<file path="config.mk">
export PLATFORM = sky130hd
export DESIGN_NAME = windowed_cpu_load_monitor_unit
export DESIGN_NICKNAME = d
export VERILOG_FILES = /design/src/hw/rtl/wclm_pkg.sv /design/src/hw/rtl/wclm_front.sv /design/src/hw/rtl/wclm_queue.sv /design/src/hw/rtl/wclm_back.sv /design/src/hw/rtl/windowed_cpu_load_monitor_unit.sv
export SDC_FILE = /design/constraint.sdc
export NUM_CORES = 2
export LEC_CHECK = 0
export ABC_CLOCK_PERIOD_IN_PS = 7860
export CAP_MARGIN = 20
export CORE_MARGIN = 8
export CORE_UTILIZATION = 65
export CTS_BUF_LIST = sky130_fd_sc_hd__clkbuf_2
export DETAILED_ROUTE_END_ITERATION = 10
export DONT_BUFFER_PORTS = 1
export PLACE_DENSITY = 0.85
export SLEW_MARGIN = 10
export SYNTH_ARGS = -nofsm -noshare
export SYNTH_HDL_FRONTEND = slang
export SYNTH_HIERARCHICAL = 1
export SYNTH_SLANG_ARGS = --single-unit
</file>
<file path="constraint.sdc">
create_clock -name clk_i -period 7.86 [get_ports clk_i]
set_input_delay 1.572 -clock clk_i [delete_from_list [all_inputs] [get_ports clk_i]]
set_output_delay 1.572 -clock clk_i [all_outputs]
set_load 0.005 [all_outputs]
</file>
<file path="src/hw/rtl/wclm_pkg.sv">
// ----------------------------------------------------------------------------
// wclm_pkg
// Shared types and constants for the windowed cpu load monitor: field widths,
// window codes, register indexes, the command word and the back-end states.
// ----------------------------------------------------------------------------
package wclm_pkg;

  // core and window geometry
  localparam int NUM_CORES   = 2;
  localparam int CORE_W      = 1;
  localparam int NUM_WINDOWS = 3;
  localparam int WIN_W       = 2;

  // field widths
  localparam int TS_W   = 64;
  localparam int ACC_W  = 32;
  localparam int LOAD_W = 7;
  localparam int SECS_W = 32;

  // load arithmetic widths: running*100 and running+idle
  localparam int PROD_W     = ACC_W + LOAD_W;
  localparam int SUM_W      = ACC_W + 1;
  localparam int DIV_CNT_W  = $clog2(LOAD_W);

  localparam logic [LOAD_W-1:0] LOAD_RESET = LOAD_W'(100);
  localparam logic [LOAD_W-1:0] PCT_SCALE  = LOAD_W'(100);

  // query thresholds in seconds
  localparam logic [SECS_W-1:0] LONG_QUERY_SECONDS = SECS_W'(300);
  localparam logic [SECS_W-1:0] MID_QUERY_SECONDS  = SECS_W'(60);

  // window codes
  localparam logic [WIN_W-1:0] WIN_SHORT = WIN_W'(0);
  localparam logic [WIN_W-1:0] WIN_MID   = WIN_W'(1);
  localparam logic [WIN_W-1:0] WIN_LONG  = WIN_W'(2);

  // configuration register indexes and reset values
  localparam int CFG_IDX_W = 2;
  localparam logic [CFG_IDX_W-1:0] REG_SHORT_WINDOW = CFG_IDX_W'(0);
  localparam logic [CFG_IDX_W-1:0] REG_MID_WINDOW   = CFG_IDX_W'(1);
  localparam logic [CFG_IDX_W-1:0] REG_LONG_WINDOW  = CFG_IDX_W'(2);
  localparam logic [ACC_W-1:0] SHORT_WINDOW_RESET = ACC_W'(1000000);
  localparam logic [ACC_W-1:0] MID_WINDOW_RESET   = ACC_W'(60000000);
  localparam logic [ACC_W-1:0] LONG_WINDOW_RESET  = ACC_W'(300000000);

  // stream word widths
  localparam int S_TDATA_W = 104;
  localparam int M_TDATA_W = 8;

  // command queue geometry
  localparam int QUEUE_AW    = 1;
  localparam int QUEUE_DEPTH = 1 << QUEUE_AW;

  typedef enum logic [1:0] {
    CMD_SWITCH,
    CMD_QUERY,
    CMD_QUERY_ZERO
  } cmd_kind_e;

  typedef struct packed {
    cmd_kind_e         kind;
    logic [CORE_W-1:0] core;
    logic [TS_W-1:0]   ts;
    logic              idle;
    logic [WIN_W-1:0]  win;
  } cmd_t;

  typedef enum logic [2:0] {
    ST_IDLE,
    ST_ACC,
    ST_MUL,
    ST_DIV,
    ST_WRITE
  } back_state_e;

endpackage

</file>
<file path="src/hw/rtl/wclm_front.sv">
// ----------------------------------------------------------------------------
// wclm_front
// Input side: unpacks the incoming word, sorts it into a switch event or a
// query, picks the query window and pushes a command into the queue.
// ----------------------------------------------------------------------------
module wclm_front (
  input  logic                             s_axis_tvalid_i,
  output logic                             s_axis_tready_o,
  input  logic [wclm_pkg::S_TDATA_W-1:0]   s_axis_tdata_i,
  input  logic                             s_axis_tuser_i,
  output logic                             push_o,
  output wclm_pkg::cmd_t                   cmd_o,
  input  logic                             full_i
);
  import wclm_pkg::*;

  logic [CORE_W-1:0] core;
  logic [TS_W-1:0]   ts;
  logic              idle;
  logic [SECS_W-1:0] secs;
  logic              core_ok;
  logic              is_query;
  logic              keep;

  // unpack the word
  assign core     = s_axis_tdata_i[CORE_W-1:0];
  assign ts       = s_axis_tdata_i[CORE_W+TS_W-1:CORE_W];
  assign idle     = s_axis_tdata_i[CORE_W+TS_W];
  assign secs     = s_axis_tdata_i[CORE_W+TS_W+SECS_W:CORE_W+TS_W+1];
  assign is_query = s_axis_tuser_i;
  assign core_ok  = 32'(core) < 32'(NUM_CORES);

  // switch events on a missing core are dropped here
  assign keep            = is_query || core_ok;
  assign s_axis_tready_o = !full_i;
  assign push_o          = s_axis_tvalid_i && !full_i && keep;

  // build the command
  always_comb begin
    cmd_o      = '0;
    cmd_o.core = core;
    cmd_o.ts   = ts;
    cmd_o.idle = idle;
    if (!is_query) begin
      cmd_o.kind = CMD_SWITCH;
    end else if (core_ok) begin
      cmd_o.kind = CMD_QUERY;
    end else begin
      cmd_o.kind = CMD_QUERY_ZERO;
    end
    if (secs >= LONG_QUERY_SECONDS) begin
      cmd_o.win = WIN_LONG;
    end else if (secs >= MID_QUERY_SECONDS) begin
      cmd_o.win = WIN_MID;
    end else begin
      cmd_o.win = WIN_SHORT;
    end
  end

endmodule

</file>
<file path="src/hw/rtl/wclm_queue.sv">
// ----------------------------------------------------------------------------
// wclm_queue
// Short command queue between the front and the back end, so that each side
// stalls on its own.
// ----------------------------------------------------------------------------
module wclm_queue (
  input  logic            clk_i,
  input  logic            rst_ni,
  input  logic            push_i,
  input  wclm_pkg::cmd_t  cmd_i,
  input  logic            pop_i,
  output wclm_pkg::cmd_t  cmd_o,
  output logic            empty_o,
  output logic            full_o
);
  import wclm_pkg::*;

  cmd_t                slot_q [QUEUE_DEPTH];
  logic [QUEUE_AW-1:0] wr_ptr_q, wr_ptr_d;
  logic [QUEUE_AW-1:0] rd_ptr_q, rd_ptr_d;
  logic [QUEUE_AW:0]   cnt_q, cnt_d;
  logic                do_push, do_pop;

  assign empty_o = (cnt_q == '0);
  assign full_o  = (cnt_q == (QUEUE_AW+1)'(QUEUE_DEPTH));
  assign do_push = push_i && !full_o;
  assign do_pop  = pop_i && !empty_o;
  assign cmd_o   = slot_q[rd_ptr_q];

  // pointer and fill count update
  always_comb begin
    wr_ptr_d = wr_ptr_q;
    rd_ptr_d = rd_ptr_q;
    cnt_d    = cnt_q;
    if (do_push) begin
      wr_ptr_d = wr_ptr_q + 1'b1;
    end
    if (do_pop) begin
      rd_ptr_d = rd_ptr_q + 1'b1;
    end
    if (do_push && !do_pop) begin
      cnt_d = cnt_q + 1'b1;
    end else if (do_pop && !do_push) begin
      cnt_d = cnt_q - 1'b1;
    end
  end

  always_ff @(posedge clk_i or negedge rst_ni) begin
    if (!rst_ni) begin
      wr_ptr_q <= '0;
      rd_ptr_q <= '0;
      cnt_q    <= '0;
    end else begin
      wr_ptr_q <= wr_ptr_d;
      rd_ptr_q <= rd_ptr_d;
      cnt_q    <= cnt_d;
    end
  end

  // command storage
  always_ff @(posedge clk_i) begin
    if (do_push) begin
      slot_q[wr_ptr_q] <= cmd_i;
    end
  end

`ifndef SYNTHESIS
  a_cnt_bound: assert property (@(posedge clk_i) disable iff (!rst_ni)
    cnt_q <= (QUEUE_AW+1)'(QUEUE_DEPTH))
    else $error("queue fill count beyond depth");

  a_no_push_full: assert property (@(posedge clk_i) disable iff (!rst_ni)
    push_i |-> !full_o)
    else $error("command pushed into a full queue");
`endif

endmodule

</file>
<file path="src/hw/rtl/wclm_back.sv">
// ----------------------------------------------------------------------------
// wclm_back
// Back end: holds the per-core window state, charges switch events window by
// window through one shared multiply and a bit-serial divider, answers
// queries into the output register.
// ----------------------------------------------------------------------------
module wclm_back (
  input  logic                            clk_i,
  input  logic                            rst_ni,
  input  logic                            cfg_valid_i,
  input  logic [wclm_pkg::CFG_IDX_W-1:0]  cfg_index_i,
  input  logic [wclm_pkg::ACC_W-1:0]      cfg_data_i,
  input  wclm_pkg::cmd_t                  cmd_i,
  input  logic                            empty_i,
  output logic                            pop_o,
  output logic                            m_axis_tvalid_o,
  input  logic                            m_axis_tready_i,
  output logic [wclm_pkg::M_TDATA_W-1:0]  m_axis_tdata_o
);
  import wclm_pkg::*;

  back_state_e state_q, state_d;

  // window lengths
  logic [ACC_W-1:0] short_len_q, mid_len_q, long_len_q;

  // per-core and per-window state
  logic [TS_W-1:0]   last_q    [NUM_CORES];
  logic              prev_idle_q [NUM_CORES];
  logic [ACC_W-1:0]  idle_q    [NUM_CORES][NUM_WINDOWS];
  logic [ACC_W-1:0]  run_q     [NUM_CORES][NUM_WINDOWS];
  logic [ACC_W-1:0]  tot_q     [NUM_CORES][NUM_WINDOWS];
  logic [LOAD_W-1:0] load_q    [NUM_CORES][NUM_WINDOWS];

  // working registers
  logic [CORE_W-1:0]    core_q;
  logic [WIN_W-1:0]     w_q;
  logic [ACC_W-1:0]     elapsed_q;
  logic                 chg_idle_q;
  logic [PROD_W-1:0]    rem_q;
  logic [PROD_W-1:0]    den_sh_q;
  logic [LOAD_W-1:0]    quot_q;
  logic [DIV_CNT_W-1:0] bit_q;
  logic                 sum_zero_q;

  // output register
  logic              out_valid_q;
  logic [LOAD_W-1:0] out_load_q;

  logic              out_free;
  logic              take_switch;
  logic              take_query;
  logic [ACC_W-1:0]  diff;
  logic [ACC_W-1:0]  len;
  logic [ACC_W-1:0]  run_new, idle_new, tot_new;
  logic              latch;
  logic [SUM_W-1:0]  sum;
  logic [PROD_W-1:0] prod;
  logic              ge;
  logic              last_win;

  assign out_free = !out_valid_q || m_axis_tready_i;
  assign last_win = (w_q == WIN_LONG);

  // elapsed time of the head event, zero counts as one
  assign diff = cmd_i.ts[ACC_W-1:0] - last_q[cmd_i.core][ACC_W-1:0];

  // window length select
  always_comb begin
    case (w_q)
      WIN_SHORT: len = short_len_q;
      WIN_MID:   len = mid_len_q;
      default:   len = long_len_q;
    endcase
  end

  // charge the current window
  assign run_new  = run_q[core_q][w_q] + (chg_idle_q ? '0 : elapsed_q);
  assign idle_new = idle_q[core_q][w_q] + (chg_idle_q ? elapsed_q : '0);
  assign tot_new  = tot_q[core_q][w_q] + elapsed_q;
  assign latch    = (tot_new >= len);

  // load numerator and denominator
  assign sum  = SUM_W'(run_q[core_q][w_q]) + SUM_W'(idle_q[core_q][w_q]);
  assign prod = PROD_W'(run_q[core_q][w_q]) * PROD_W'(PCT_SCALE);
  assign ge   = (rem_q >= den_sh_q);

  // next state
  always_comb begin
    state_d = state_q;
    case (state_q)
      ST_IDLE: begin
        if (take_switch) begin
          state_d = ST_ACC;
        end
      end
      ST_ACC: begin
        if (latch) begin
          state_d = ST_MUL;
        end else if (last_win) begin
          state_d = ST_IDLE;
        end
      end
      ST_MUL: state_d = ST_DIV;
      ST_DIV: begin
        if (bit_q == '0) begin
          state_d = ST_WRITE;
        end
      end
      ST_WRITE: begin
        if (last_win) begin
          state_d = ST_IDLE;
        end else begin
          state_d = ST_ACC;
        end
      end
      default: state_d = ST_IDLE;
    endcase
  end

  // control outputs
  always_comb begin
    take_switch = 1'b0;
    take_query  = 1'b0;
    if (state_q == ST_IDLE && !empty_i) begin
      if (cmd_i.kind == CMD_SWITCH) begin
        take_switch = 1'b1;
      end else begin
        take_query = out_free;
      end
    end
    pop_o = take_switch || take_query;
  end

  always_ff @(posedge clk_i or negedge rst_ni) begin
    if (!rst_ni) begin
      state_q <= ST_IDLE;
    end else begin
      state_q <= state_d;
    end
  end

  // configuration registers
  always_ff @(posedge clk_i or negedge rst_ni) begin
    if (!rst_ni) begin
      short_len_q <= SHORT_WINDOW_RESET;
      mid_len_q   <= MID_WINDOW_RESET;
      long_len_q  <= LONG_WINDOW_RESET;
    end else if (cfg_valid_i) begin
      case (cfg_index_i)
        REG_SHORT_WINDOW: short_len_q <= cfg_data_i;
        REG_MID_WINDOW:   mid_len_q   <= cfg_data_i;
        REG_LONG_WINDOW:  long_len_q  <= cfg_data_i;
        default: ;
      endcase
    end
  end

  // per-core window state
  always_ff @(posedge clk_i or negedge rst_ni) begin
    if (!rst_ni) begin
      for (int c = 0; c < NUM_CORES; c++) begin
        last_q[c]      <= '0;
        prev_idle_q[c] <= 1'b0;
        for (int w = 0; w < NUM_WINDOWS; w++) begin
          idle_q[c][w] <= '0;
          run_q[c][w]  <= '0;
          tot_q[c][w]  <= '0;
          load_q[c][w] <= LOAD_RESET;
        end
      end
    end else begin
      case (state_q)
        ST_IDLE: begin
          if (take_switch) begin
            last_q[cmd_i.core]      <= cmd_i.ts;
            prev_idle_q[cmd_i.core] <= cmd_i.idle;
          end
        end
        ST_ACC: begin
          idle_q[core_q][w_q] <= idle_new;
          run_q[core_q][w_q]  <= run_new;
          tot_q[core_q][w_q]  <= tot_new;
        end
        ST_WRITE: begin
          if (!sum_zero_q) begin
            load_q[core_q][w_q] <= quot_q;
          end
          idle_q[core_q][w_q] <= '0;
          run_q[core_q][w_q]  <= '0;
          tot_q[core_q][w_q]  <= '0;
        end
        default: ;
      endcase
    end
  end

  // window walk and divider
  always_ff @(posedge clk_i or negedge rst_ni) begin
    if (!rst_ni) begin
      w_q <= WIN_SHORT;
    end else begin
      case (state_q)
        ST_IDLE: begin
          if (take_switch) begin
            w_q <= WIN_SHORT;
          end
        end
        ST_ACC: begin
          if (!latch && !last_win) begin
            w_q <= w_q + 1'b1;
          end
        end
        ST_WRITE: begin
          if (!last_win) begin
            w_q <= w_q + 1'b1;
          end
        end
        default: ;
      endcase
    end
  end

  always_ff @(posedge clk_i) begin
    case (state_q)
      ST_IDLE: begin
        if (take_switch) begin
          core_q     <= cmd_i.core;
          elapsed_q  <= (diff == '0) ? ACC_W'(1) : diff;
          chg_idle_q <= prev_idle_q[cmd_i.core];
        end
      end
      ST_MUL: begin
        rem_q      <= prod;
        den_sh_q   <= {sum, (LOAD_W-1)'(0)};
        sum_zero_q <= (sum == '0);
        quot_q     <= '0;
        bit_q      <= DIV_CNT_W'(LOAD_W-1);
      end
      ST_DIV: begin
        if (ge) begin
          rem_q <= rem_q - den_sh_q;
        end
        den_sh_q <= den_sh_q >> 1;
        quot_q   <= {quot_q[LOAD_W-2:0], ge};
        bit_q    <= bit_q - 1'b1;
      end
      default: ;
    endcase
  end

  // output register
  always_ff @(posedge clk_i or negedge rst_ni) begin
    if (!rst_ni) begin
      out_valid_q <= 1'b0;
    end else if (take_query) begin
      out_valid_q <= 1'b1;
    end else if (m_axis_tready_i) begin
      out_valid_q <= 1'b0;
    end
  end

  always_ff @(posedge clk_i) begin
    if (take_query) begin
      out_load_q <= (cmd_i.kind == CMD_QUERY) ? load_q[cmd_i.core][cmd_i.win] : '0;
    end
  end

  assign m_axis_tvalid_o = out_valid_q;
  assign m_axis_tdata_o  = M_TDATA_W'(out_load_q);

`ifndef SYNTHESIS
  a_load_range: assert property (@(posedge clk_i) disable iff (!rst_ni)
    (state_q == ST_WRITE && !sum_zero_q) |-> (quot_q <= PCT_SCALE))
    else $error("latched load above 100 percent");

  a_div_bound: assert property (@(posedge clk_i) disable iff (!rst_ni)
    (state_q == ST_DIV && !sum_zero_q) |-> ({1'b0, rem_q} < {den_sh_q, 1'b0}))
    else $error("divider remainder out of range");

  a_win_range: assert property (@(posedge clk_i) disable iff (!rst_ni)
    (state_q != ST_IDLE) |-> (w_q <= WIN_LONG))
    else $error("window index beyond the long window");
`endif

endmodule

</file>
<file path="src/hw/rtl/windowed_cpu_load_monitor_unit.sv">
// ----------------------------------------------------------------------------
// windowed_cpu_load_monitor_unit
// Per-core cpu load monitor over a short, a one-minute and a five-minute
// window, fed by task switch events and answering load queries.
// ----------------------------------------------------------------------------
// Usage:
//   s_axis carries one word per switch event or query; tuser high marks a
//   query. A switch event gives no result, a query gives one word on m_axis
//   with the latched load of the chosen window of that core (0 for a core
//   that does not exist).
//   cfg writes set the three window lengths in microseconds (index 0 short,
//   1 mid, 2 long); cfg_ready_o is always high; writes must go in while idle (not enforced).
// Operation:
//   a query's word is valid on m_axis in the cycle after the back end takes it
//   from the queue, which it does when idle and the output register is free.
//   A switch event occupies the back end: it is taken, each window is charged in
//   turn, and each window that closes passes the multiply, the bit-serial divider (seven steps) and the write.
//   A two-entry queue lets the input run ahead of the back end.
// Reset: windows cleared, all loads read 100, lengths at their defaults.
// Stall: a waiting result holds in the output register; the back end keeps
//   charging switch events but holds the next query until the word is taken.
// ----------------------------------------------------------------------------
module windowed_cpu_load_monitor_unit (
  input  logic                            clk_i,
  input  logic                            rst_ni,
  // configuration write channel
  input  logic                            cfg_valid_i,
  output logic                            cfg_ready_o,
  input  logic [wclm_pkg::CFG_IDX_W-1:0]  cfg_index_i,
  input  logic [wclm_pkg::ACC_W-1:0]      cfg_data_i,
  // input words
  input  logic                            s_axis_tvalid_i,
  output logic                            s_axis_tready_o,
  // core_index[0], timestamp_us[64:1], incoming_is_idle[65],
  // query_seconds[97:66], zero fill[103:98]
  input  logic [wclm_pkg::S_TDATA_W-1:0]  s_axis_tdata_i,
  // opcode[0]
  input  logic                            s_axis_tuser_i,
  // result words
  output logic                            m_axis_tvalid_o,
  input  logic                            m_axis_tready_i,
  // load_percent[6:0], zero fill[7]
  output logic [wclm_pkg::M_TDATA_W-1:0]  m_axis_tdata_o
);
  import wclm_pkg::*;

  cmd_t push_cmd;
  cmd_t head_cmd;
  logic push;
  logic pop;
  logic empty;
  logic full;

  assign cfg_ready_o = 1'b1;

  // input side
  wclm_front u_front (
    .s_axis_tvalid_i (s_axis_tvalid_i),
    .s_axis_tready_o (s_axis_tready_o),
    .s_axis_tdata_i  (s_axis_tdata_i),
    .s_axis_tuser_i  (s_axis_tuser_i),
    .push_o          (push),
    .cmd_o           (push_cmd),
    .full_i          (full)
  );

  // command queue
  wclm_queue u_queue (
    .clk_i   (clk_i),
    .rst_ni  (rst_ni),
    .push_i  (push),
    .cmd_i   (push_cmd),
    .pop_i   (pop),
    .cmd_o   (head_cmd),
    .empty_o (empty),
    .full_o  (full)
  );

  // execution side
  wclm_back u_back (
    .clk_i           (clk_i),
    .rst_ni          (rst_ni),
    .cfg_valid_i     (cfg_valid_i),
    .cfg_index_i     (cfg_index_i),
    .cfg_data_i      (cfg_data_i),
    .cmd_i           (head_cmd),
    .empty_i         (empty),
    .pop_o           (pop),
    .m_axis_tvalid_o (m_axis_tvalid_o),
    .m_axis_tready_i (m_axis_tready_i),
    .m_axis_tdata_o  (m_axis_tdata_o)
  );

endmodule

</file>
Word-level counts from Yosys, hierarchy flattened
Memories as Yosys holds them, arrays and structs flattened. Cells that the tools add are included.

Register bits after elaboration: 984. Latch bits: 0. Bits in writable memories: 138. Bits in read-only memories: 0. Bits of input ports: 144. Output and inout port bits: 11. Logic and storage cells: 218. Memories: 1.

Memory list: u_queue.slot_q (depth 2, width 69, rd ports 1, clocked after memory_dff 0, wr ports 1, RTL line wclm_queue.sv:18) `cmd_t slot_q [QUEUE_DEPTH];`.

Add/sub/neg operators: 12. Multipliers: 1. Divide/modulo/power cells: 0. Magnitude comparators: 11. Equal/unequal tests: 16. Shifts and indexed selects: 0. Mux-type cells: 82. Bitwise logic cells: 9. Reductions and logical operators: 40.

Operator list (count): one-hot mux 192 bit (2 select lines) (3); 2-to-1 mux 96 bit (10); AND 192 bit (3); bitwise mux 192 bit (3); 2-to-1 mux 32 bit (12); binary-select mux 32 bit (select 2 bit) (3); NOT 192 bit (1); one-hot mux 39 bit (2 select lines) (2); bitwise mux 128 bit (1); adder 32 bit (3); demux 96 bit (select 1 bit) (1); 2-to-1 mux 21 bit (4); demux 32 bit (select 2 bit) (1); demux 64 bit (select 1 bit) (1); 2-to-1 mux 64 bit (1); one-hot mux 32 bit (2 select lines) (1); bitwise mux 42 bit (1); greater-or-equal comparator 39 bit (1); 2-to-1 mux 39 bit (1); subtractor 39 bit (1); multiplier 32 x 5 -> 37 bit, second input constant (1); adder 32 x 32 -> 33 bit (1); zero test 33 bit (1); greater-or-equal comparator 32 bit (1); other kinds (46) (113).

Longest topological paths before layout
Depth in word-level cells: 13. Depth in mapped cells: 31. Gate-level depth less buffers: 28.

Cells and area by module
Netlist, hierarchy kept.

By module, submodules not included: wclm_back (instances 1, cells an instance 4715, area each 52484.1 um^2, sequential area each 23628.9 um^2); wclm_queue (instances 1, cells an instance 237, area each 5599.1 um^2, sequential area each 4304.1 um^2); wclm_front (instances 1, cells an instance 86, area each 633.1 um^2, sequential area each 0.0 um^2); windowed_cpu_load_monitor_unit (instances 1, cells an instance 2, area each 11.3 um^2, sequential area each 0.0 um^2).

Worst setup path after synthesis
OpenSTA, ideal clock, no wires.

Path kind: flip-flop to flip-flop. From: reg u_back.core_q. To: reg u_back.w_q[0]. Library setup time: 0.121 ns. Arrival: 6.711 ns. Required time: 7.739 ns. Setup slack: 1.028 ns. Cell stages (with the launch flop): 32. Buffers on the path: 4. Clock period less this slack: 6.832 ns. Cell sequence: edfxtp_1 clkbuf_1 buf_2 buf_1 buf_1 mux4_2 nand2_1 o21ai_0 ha_1 inv_1 fa_1 nor2b_1 o31a_1 o31ai_1 a21oi_1 a31oi_1 o21ai_1 a22oi_1 and2_1 o21ai_0 xor2_1 ha_1 a21o_1 a21o_1 a21o_1 a211o_1 a21oi_1 o21a_1 a31oi_1 nor3_1 o21bai_1 a22o_1.

Cells in the longest elaborated chain, start to end: 13.

RTL lines: from (decl) (RTL line wclm_back.sv:36) `logic [CORE_W-1:0] core_q;`; from (signal assigned) (RTL line wclm_back.sv:228) `core_q <= cmd_i.core;`; NOT 1 -> 2 bit (implied by the code) (RTL line wclm_back.sv:80) `assign tot_new = tot_q[core_q][w_q] + elapsed_q;`; 2-to-1 mux 96 bit (implied by the code) (3 in series) (RTL line wclm_back.sv:80); binary-select mux 32 bit (select 2 bit) (RTL line wclm_back.sv:80); 2-to-1 mux 32 bit (implied by the code) (2 in series) (RTL line wclm_back.sv:80); adder 32 bit (RTL line wclm_back.sv:80); greater-or-equal comparator 32 bit (RTL line wclm_back.sv:81) `assign latch = (tot_new >= len);`; zero test 1 bit (RTL line wclm_back.sv:210) `if (!latch && !last_win) begin`; logical AND 1 bit (RTL line wclm_back.sv:210); != test 2 x 1 -> 1 bit (no source line); AND reduction 4 bit (no source line); to (signal assigned) (RTL line wclm_back.sv:211) `w_q <= w_q + 1'b1;`; to (signal assigned) (RTL line wclm_back.sv:216) `w_q <= w_q + 1'b1;`; to (decl) (RTL line wclm_back.sv:37) `logic [WIN_W-1:0] w_q;`.

Every way passes these cells. The select of a mux whose other input is x is not followed. A chain may end at the register's enable or synchronous reset.

Final worst setup path
From: reg u_back.w_q[0]. To: reg u_back.w_q[0].

Cells in the longest elaborated chain, start to end: 10. Elaborated cells on any way between the ends: 20. Those cells by class: add/sub: 2; order compare: 1; eq/ne: 4; mux: 7; bitwise: 1; reduce/logical: 5.

RTL lines (RTL line): NOT 2 -> 3 bit (implied by the code) (wclm_back.sv:80); binary-select mux 32 bit (select 2 bit) (wclm_back.sv:80); 2-to-1 mux 32 bit (implied by the code) (2 in series) (wclm_back.sv:80); adder 32 bit (wclm_back.sv:80); greater-or-equal comparator 32 bit (wclm_back.sv:81); zero test 1 bit (wclm_back.sv:210); logical AND 1 bit (wclm_back.sv:210); != test 2 x 1 -> 1 bit (no source line); AND reduction 4 bit (no source line).

Several ways; a longest one is shown, not always the timed one. The select of a mux whose other input is x is not followed.

==> results.tsv <==
stage	metric	value	unit
clock_network	cts_resized	0	
clock_network	insertion_delay	1530	ps
place	port-buffer-count	0	
final_layout	postLayoutCellArea	0.0598	sq mm
final_layout	fin_util	70.1	%
min_path	hold_class	in -> async	
power_and_ir_drop	powerDensity	505	mW/mm^2
synthesis	syn-instance-count	4911	
clock_network	cts_hold_buf	62	
critical_path	reg2reg_depth	27	
die	rows	107	
flow_run	maxCapViolCount	0	
sta	hold_viol	71	
route	ant_nets	0	
die	die_w	310	um
sta	fin_ws	594	ps
sta	holdWs	-221	ps
route	route.met3.wl	14500	um
sta	worst_pin_slew	4730	ps
synthesis	yosysWarnings	6	
route	top_layer	met4	
clock_network	clockBufferDepth	3	
route	wl_met1	57000	um
route	vias	42000	
sta	rsz0062_at_grt	no	
clock_network	cts-buffers-inserted	241	
sta	setup_tns	0	ps
global_routing	gr-usage-all-layers	30.2	%
critical_path	cp_max_fo	18	
clock_network	htree_levels	4	
critical_path	crit_type	reg -> reg	
place	gp_congestion	0.944	
sta	finalCriticalPeriod	7270	ps
critical_path	cp-start-kind	register	
place	place_area	0.0567	sq mm
critical_path	critPathRequiredTime	9230	ps
die	ios	155	
run_status	violations	hold timing, slew limit	
clock_network	cts_tree	done	
final_layout	fin_nets	5491	
critical_path	r2r_end	u_back/w_q[0]	
sta	drv_slew	692	
place	hpwl	93700	um
final_layout	area_delta_synth_final	6.64	%
power_and_ir_drop	p_leak	28.3	nW
place	pre_cts_ws	564	ps
critical_path	end_kind	register	
global_routing	grt_first_pass_wirelength	231000	um
route	drc	0	
power_and_ir_drop	max-vdd-ir-drop	310	uV
route	met2_wirelength	68700	um
die	die_y	310	um
synthesis	synth_area	0.0561	sq mm
route	first_pass_iters	8	
die	start_util	65.7	%
clock_network	clk_pin_slew	120	ps
sta	fin_skew	140	ps
synthesis	syn_area_per_cell	11.4	sq um
clock_network	clkSinkCount	996	
global_routing	grt_max_degree	791	
global_routing	overflow	0	
sta	max-slew-margin-rel	-215	%
synthesis	synth_nets	5421	
clock_network	root_buffer	clkbuf_2	
final_layout	drive_gt1_share	17.6	%
sta	max_freq	138	MHz
route	viasPerCell	6.60	
global_routing	antenna_found_initial	10	
route	drt_iter0_drc	4413	
critical_path	rrSetupSlack	590	ps
critical_path	worstPathArrival	8640	ps
global_routing	grt_pass1_vias	42700	
run_status	status	finished, violations left	
sta	setup_viol	0	
sta	period_share	92.4	%
die	dieArea	0.0959	sq mm
route	routed_wirelength	147000	um
route	post_drt_wl_per_cell	23.1	um
critical_path	rr_startpoint	u_back/w_q[0]	
die	coreArea	0.0853	sq mm
## stage by stage
step,power (mW),instances
after floorplan,21.9,4911
after global placement,25.4,5815
after detailed placement,26.1,5815
after CTS,29.8,6329
after global routing,32.4,6340
final,30.2,6357
## critical path, stage by stage, from the launching register on
cell and delay [ps]:
dfrtp_4 640, inv_1 230, nand2_4 300, nor2_1 90
a21oi_1 350, inv_1 100, ha_1 300, a211oi_1 380
nor4_1 160, o31ai_2 470, a21oi_1 230, o21ai_0 210
nand2b_1 110, a21o_1 220, a211oi_2 350, o2111ai_1 150
o311a_1 250, ha_1 340, a21o_1 190, a21o_1 180
a21o_1 170, a21o_1 160, a211o_1 280, a21oi_1 180
a31oi_1 420, nor3_1 290, o21bai_1 130, a22o_1 240
## what timing repair did
action                     in CTS  in global routing
hold endpoints to repair      925                767
setup endpoints to repair       0                  2
buffers inserted                0                  4
## how the worst max path moves through the flow
stage	start	slack (ps)	end
after global routing	u_back/w_q[0]	180	u_back/rem_q[38]
after global placement	u_back/core_q	720	u_back/w_q[0]
after detailed placement	u_back/core_q	560	u_back/w_q[0]
after CTS	u_back/core_q	510	u_back/w_q[0]
final	u_back/w_q[0]	590	u_back/w_q[0]
after floorplan	u_back/core_q	1030	u_back/w_q[0]
## cell usage in the layout (no fill, tap or decap), types with 125 or more instances in the layout
master,n
nand2_1,310
nor2_1,189
a21oi_1,265
inv_1,249
dfrtp_1,743
edfxtp_1,206
mux2_2,212
clkbuf_2,368
ha_1,333
xnor2_1,137
a21o_1,125
o21ai_0,271
mux2i_1,133
a22o_1,552
## where the power goes
part / internal [mW] / total, mW / switching [mW]
sequential: 7.58 / 8.66 / 1.08
clock: 1.40 / 3.58 / 2.17
combinational: 7.41 / 18.0 / 10.5
## sequential cells by signal, indices dropped and copies added, names as in the netlist, 39 cells and up
name,count
u_back/last_q,64
u_back/run_q,192
u_back/tot_q,192
u_queue/slot_q,76
u_back/den_sh_q,39
u_back/idle_q,192
u_back/rem_q,39
u_back/load_q,42
## layout make-up
type / count / area (sq um)
diodes: 23 / 57.6
clock buffers: 368 / 1840
clock inverters: 84 / 482
fillers: 5827 / 25500
inverters: 251 / 943
multi-input cells: 3371 / 27900
flip-flops and latches: 996 / 26000
well taps: 1144 / 1430
repair buffers: 120 / 1120
## per-layer routing
metal | global-route usage, % | up-vias
li1 | - | 18600
met1 | 38.4 | 20700
met2 | 48.0 | 2272
met3 | 8.00 | 435
met4 | 15.3 | 0
met5 | 0 | -
Note: power is estimated with default switching activity, not from simulation.
